`config.mk`:
```
export PLATFORM = sky130hd
export DESIGN_NAME = bgas_ctrl
export DESIGN_NICKNAME = d
export VERILOG_FILES = /design/src/rtl/bgas_pkg.sv /design/src/rtl/bgas_ctrl.sv
export SDC_FILE = /design/constraint.sdc
export NUM_CORES = 1
export LEC_CHECK = 0
export ABC_AREA = 1
export ABC_CLOCK_PERIOD_IN_PS = 1250
export BUFFER_PORTS_ARGS = -buffer_cell sky130_fd_sc_hd__buf_2
export CORE_AREA = 2 2 39 41
export CTS_BUF_LIST = sky130_fd_sc_hd__clkbuf_4 sky130_fd_sc_hd__clkbuf_8 sky130_fd_sc_hd__clkbuf_16
export DETAILED_ROUTE_END_ITERATION = 16
export DIE_AREA = 0 0 41 43
export GPL_TIMING_DRIVEN = 1
export PLACE_DENSITY = 0.4
export REMOVE_ABC_BUFFERS = 1
export SETUP_SLACK_MARGIN = 0.1
export SLEW_MARGIN = 30
export SYNTH_ARGS = -nofsm -noshare
export SYNTH_HDL_FRONTEND = slang
export SYNTH_SLANG_ARGS = --single-unit
```
`constraint.sdc`:
```
create_clock -name clk -period 1.25 [get_ports clk]
set_input_delay 0.125 -clock clk [delete_from_list [all_inputs] [get_ports clk]]
set_output_delay 0.125 -clock clk [all_outputs]
set_load 0.01 [all_outputs]
```
`src/rtl/bgas_pkg.sv`:
```
`timescale 1ns / 1ps
// ----------------------------------------------------------------------------
// bgas_pkg
// Shared types, constants and helpers of the banded global alignment scorer.
// ----------------------------------------------------------------------------
package bgas_pkg;

	localparam int BAND_LANES_DEF  = 16;
	localparam int MAX_SEQ_LEN_DEF = 1024;
	localparam int SCORE_W         = 16;
	localparam int SYM_W           = 8;
	localparam int POS_W           = 10;
	localparam int LEN_W           = 11;
	localparam int CFG_IDX_W       = 2;

	localparam logic [SYM_W-1:0] PAD_A = 8'h31;
	localparam logic [SYM_W-1:0] PAD_B = 8'h32;

	// request codes
	typedef enum logic [1:0] {
		CMD_LOAD_A = 2'd0,
		CMD_LOAD_B = 2'd1,
		CMD_RUN    = 2'd2,
		CMD_NOP    = 2'd3
	} bgas_cmd_t;

	// configuration register indexes
	typedef enum logic [CFG_IDX_W-1:0] {
		REG_MATCH    = 2'd0,
		REG_MISMATCH = 2'd1,
		REG_GAP      = 2'd2,
		REG_MINUS_INF = 2'd3
	} bgas_reg_t;

	typedef enum logic [2:0] {
		S_IDLE,
		S_PRIME,
		S_FILL,
		S_RUN,
		S_DONE
	} bgas_state_t;

	// controller to datapath commands
	typedef struct packed {
		logic load_a;
		logic load_b;
		logic run_init;
		logic prime;
		logic fill;
		logic step;
	} bgas_ctrl_t;

	// datapath to controller status
	typedef struct packed {
		logic fill_last;
		logic diag_zero;
		logic diag_one;
	} bgas_stat_t;

	// signed maximum of two scores
	function automatic logic [SCORE_W-1:0] smax(input logic [SCORE_W-1:0] a,
		input logic [SCORE_W-1:0] b);
		return ($signed(b) > $signed(a)) ? b : a;
	endfunction

endpackage

```
`src/rtl/bgas_ctrl.sv`:
```
`timescale 1ns / 1ps
// ----------------------------------------------------------------------------
// bgas_ctrl
// Sequencer: takes requests, runs prime, window fill and diagonal sweep.
// ----------------------------------------------------------------------------
module bgas_ctrl
	import bgas_pkg::*;
(
	input  logic       clk,
	input  logic       arst_n,
	input  logic       start,
	input  logic [1:0] cmd,
	input  bgas_stat_t stat,
	output bgas_ctrl_t ctrl,
	output logic       busy,
	output logic       done
);

	bgas_state_t state_q, state_d;
	logic        accept;

	assign accept = start && (state_q == S_IDLE);

	// state register
	always_ff @(posedge clk or negedge arst_n) begin
		if (!arst_n) begin
			state_q <= S_IDLE;
		end else begin
			state_q <= state_d;
		end
	end

	// next state and commands
	always_comb begin
		state_d = state_q;
		ctrl    = '0;
		busy    = 1'b1;
		done    = 1'b0;
		unique case (state_q)
			S_IDLE: begin
				busy = 1'b0;
				if (accept) begin
					unique case (bgas_cmd_t'(cmd))
						CMD_LOAD_A: ctrl.load_a = 1'b1;
						CMD_LOAD_B: ctrl.load_b = 1'b1;
						CMD_RUN: begin
							ctrl.run_init = 1'b1;
							state_d       = S_PRIME;
						end
						CMD_NOP: ;
						default: ;
					endcase
				end
			end
			S_PRIME: begin
				ctrl.prime = 1'b1;
				state_d    = S_FILL;
			end
			S_FILL: begin
				ctrl.fill = 1'b1;
				if (stat.fill_last) begin
					state_d = stat.diag_zero ? S_DONE : S_RUN;
				end
			end
			S_RUN: begin
				ctrl.step = 1'b1;
				if (stat.diag_one) begin
					state_d = S_DONE;
				end
			end
			S_DONE: begin
				done    = 1'b1;
				state_d = S_IDLE;
			end
			default: state_d = S_IDLE;
		endcase
	end

endmodule

```
## Word-level counts from Yosys, hierarchy flattened

Index checks and enable logic that the tools add are counted.

| storage, ports and cells | value |
|---|---|
| bits of input ports | 8 |
| output and inout bits | 8 |
| word-level logic and storage cells | 31 |
| register bits after elaboration | 3 |

| cells by class | value |
|---|---|
| equal/unequal tests | 10 |
| reductions and logical operators | 4 |
| multiplexer cells | 16 |

Operators with widths:

| cell | number |
|---|---|
| 3-bit 2-to-1 mux | 7 |
| 3-bit one-hot mux with 4 select lines | 1 |
| 1-bit 2-to-1 mux | 8 |
| 3-bit by 2-bit equality test with 1-bit output, second input constant | 2 |
| 2-bit != test, second input constant | 3 |
| 4-bit AND reduction | 1 |
| 3-bit by 1-bit equality test with 1-bit output, second input constant | 1 |
| 3-bit equality test, second input constant | 1 |
| 3-bit logical NOT | 1 |
| 2-bit by 1-bit equality test with 1-bit output, second input constant | 1 |
| 2-bit equality test, second input constant | 1 |
| 2-bit logical NOT | 1 |
| 2-bit by 1-bit != test with 1-bit output, second input constant | 1 |
| 1-bit logical AND | 1 |

## Longest topological paths before layout

| logic depth | value |
|---|---|
| word-level depth | 4 |
| mapped depth | 5 |
| gate-level depth less buffers | 5 |

## Worst setup path before layout

No wires, ideal clock.

| path | value |
|---|---|
| path type | flip-flop to output port |
| from | register state_q[0] |
| to | output ctrl[4] (netlist bit) |
| path buffers | 0 |
| path slack | 129 ps |
| stages on the path, launching flop included | 4 |
| arrival | 996 ps |
| data required time | 1,125 ps |
| cells stage by stage | dfrtp_1 > nor3_2 > nand2_1 > nor3_1 |

RTL lines:

| item | line | RTL |
|---|---|---|
| start: declaration | bgas_ctrl.sv:19 | `bgas_state_t state_q, state_d;` |
| start signal: assignment | bgas_ctrl.sv:29 | `state_q <= state_d;` |
| end: declaration | bgas_ctrl.sv:14 | `output bgas_ctrl_t ctrl,` |

==> results.toml <==
[critical_path]
cp.required_ps = 1120
crit_type = "reg -> out"
crit_buf_inv = 1
path_common_cell = "nor3_2"
worstSetupEndpointType = "output pin"
reg2reg_setup_slack_ps = 180
cp_slowest_cell = "dfrtp_2"
rr_worst_depth = 6
cp_slowest_stage_delay_ps = 430
path_cells = "nor3_2 > nand2_1 > nor3_2 > buf_2"
cp-start-kind = "flop"
worstPathArrival_ps = 1220
critical-path-top-delay-family = "flip-flops"
r2r_start = "state_q[0]"
reg2reg_to = "state_q[2]"
crit_fanout = 4

[timing]
layout_setup_ws_ps = -99.43
fin_crit_ps = 1349
finalClockSkew_ps = 4.894
rsz0062_at_grt = "yes"
relSlewSlack = 0.8583
fmax_ghz = 0.7411
period_share = 1.080
setup_viol = 3
holdWs_ps = 183.8
slew_viol_final = 0
tightest_slew_ps = 211.6
hold_viol = 0

[routing]
viasPerCell = 4.120
wirelength_um = 631
route.detailed.drc = 0
ant_nets = 0
first_iter_violations = 4
wl_per_cell_um = 8.413
detail_route.first_pass.iterations = 4
vias = 309

[synthesis]
syn_area_per_cell_um2 = 6.743
syn_inst = 36
yosysWarnings = 0
syn_area_um2 = 242.7
ys_seq_area_frac = 0.3093
synth_top_area_frac = 0.3093
synth_area_leaders = "dfrtp_1, inv_1, nand3_1"
synth.distinct_cells = 15
synth_area_leader_cell = "dfrtp_1"
synth_seq_cells = 3

[status]
outcome = "complete, but fails checks"
violations = "negative setup slack"

[grt]
antenna_found_initial = 0
grt_pass1_vias = 282
overflow = 0
grt_max_degree = 7
grtUsageTotal = 0.08359
grt_first_pass_wirelength_um = 924

[placement]
dp_hpwl_um = 482.9
globalplace.congestion = 0.7384
dp.cells = 69
io_buffers = 15
placed_area_um2 = 352.8

[cells_and_area]
largest_reg_flops = 3
regMostFlops = "state_q"
nNetsFinal = 68
antenna_cells_inserted = 0
final_util = 0.3318
fillers = 156
final_common_cell = "buf_2"
syn2layout_area_growth_pct = 89.17
final_cell_mix = "buf_2, inv_1, nand2_1"
layout-drive-gt1-share = 0.6271
fin_area_um2 = 459.2
reg.largest.list = "state_q: 3 flops"
final_cells = 75

[floorplan]
die_height_um = 43
rows = 14
core-area_um2 = 1384
die_area_um2 = 1763
ios = 16
die_x_um = 41
initial_utilization = 0.1754

[clock_tree]
cts_tree = "built"
cts.sinks = 3
clockBufferDepth = 2
cts_root_buf = "clkbuf_4"
worstSkewPairLatency_ps = 240
htree_num_levels = 1
path_clk_slew_ps = 40
cts_made_buffers = 3

[min_path]
hold_class = "in -> reg"
worst_hold_path.num_cells = 3
min_to = "state_q[2]"
min_from = "stat[1]"

[pwr]
p_per_area_nw_per_um2 = 2189
ir_worst_vdd_uv = 614.2
p_leak_nw = 0.2573

[job]
maxCapViolations = 0
## timing repair
item | in CTS | in global routing
setup endpoints to repair | 8 | 10
hold buffers | 1 | 0
hold endpoints to repair | 3 | 0
pin swaps | 2 | 6
setup buffers | 0 | 2
resized for setup | 6 | 9
## power breakdown
part           switching [mW]  leakage [nW]  total (mW)  internal (mW)
clock network          0.0583        0.0184       0.200          0.142
logic                   0.349         0.201       0.628          0.279
registers              0.0373        0.0378       0.177          0.139
total                   0.444         0.257        1.01          0.561
## final cells by class
class,instances,area [um^2],share of cell area
clock buffers,4,30.03,0.06540
multi-input cells,25,178.9,0.3896
inverters,8,32.53,0.07084
flip-flops and latches,3,76.32,0.1662
well taps,16,20.02,0.04360
repair buffers,19,121.4,0.2643
## synth_stat cells
cell type	number
nor2_2	2
nand2_1	5
nor3_1	4
o21ai_0	1
dfrtp_1	3
a21oi_2	1
a21o_1	1
nor2_1	2
inv_1	6
o211ai_1	1
inv_2	2
nand3b_1	1
nand3_1	4
nand2_2	2
nor3_2	1
## stage by stage
step	power (mW)	setup TNS [ps]	setup slack, ps
3_5_place_dp	0.6638	0	132.2
2_1_floorplan	0.4947	0	128.8
4_1_cts	0.9235	-266.7	-123.7
6_report	1.005	-192.2	-99.43
3_3_place_gp	0.6736	0	140.5
5_1_grt	1.105	-604.9	-222.8
## cells by family (layout without fill, tap and decap cells)
| kind of cell | count (synthesis) | after routing | synth area share |
|---|---|---|---|
| buffers and inverters | 8 | 31 | 0.1237 |
| flip-flops | 3 | 3 | 0.3093 |
| AO/OA/AOI/OAI | 4 | 4 | 0.1186 |
| AND/OR/NAND/NOR | 21 | 21 | 0.4485 |
## worst max path at each step
stage	from	slack [ps]	to	cells past startpoint
after floorplan	state_q[0]	130	ctrl[4]	3
after global placement	state_q[2]	140	ctrl[4]	4
after detailed placement	state_q[2]	130	ctrl[5]	4
after CTS	state_q[0]	-120	ctrl[5]	4
after global routing	state_q[2]	-220	ctrl[5]	4
final	state_q[1]	-100	ctrl[4]	4
## worst reg2reg max path, delay by kind of cell (launching register included)
kind          cells  cell delay (ps)
flops             1              390
buf+inv           3              300
simple gates      3              260
## metal layers
layer  track usage  part of all wire  vias to the layer above
met5             0                 0                        -
met4       0.08000             0.027                        0
met3       0.03141             0.087                        2
met2        0.1406              0.51                       12
met1       0.06494              0.37                      135
li1              -                 -                      160
(Power assumes the default switching activity.)
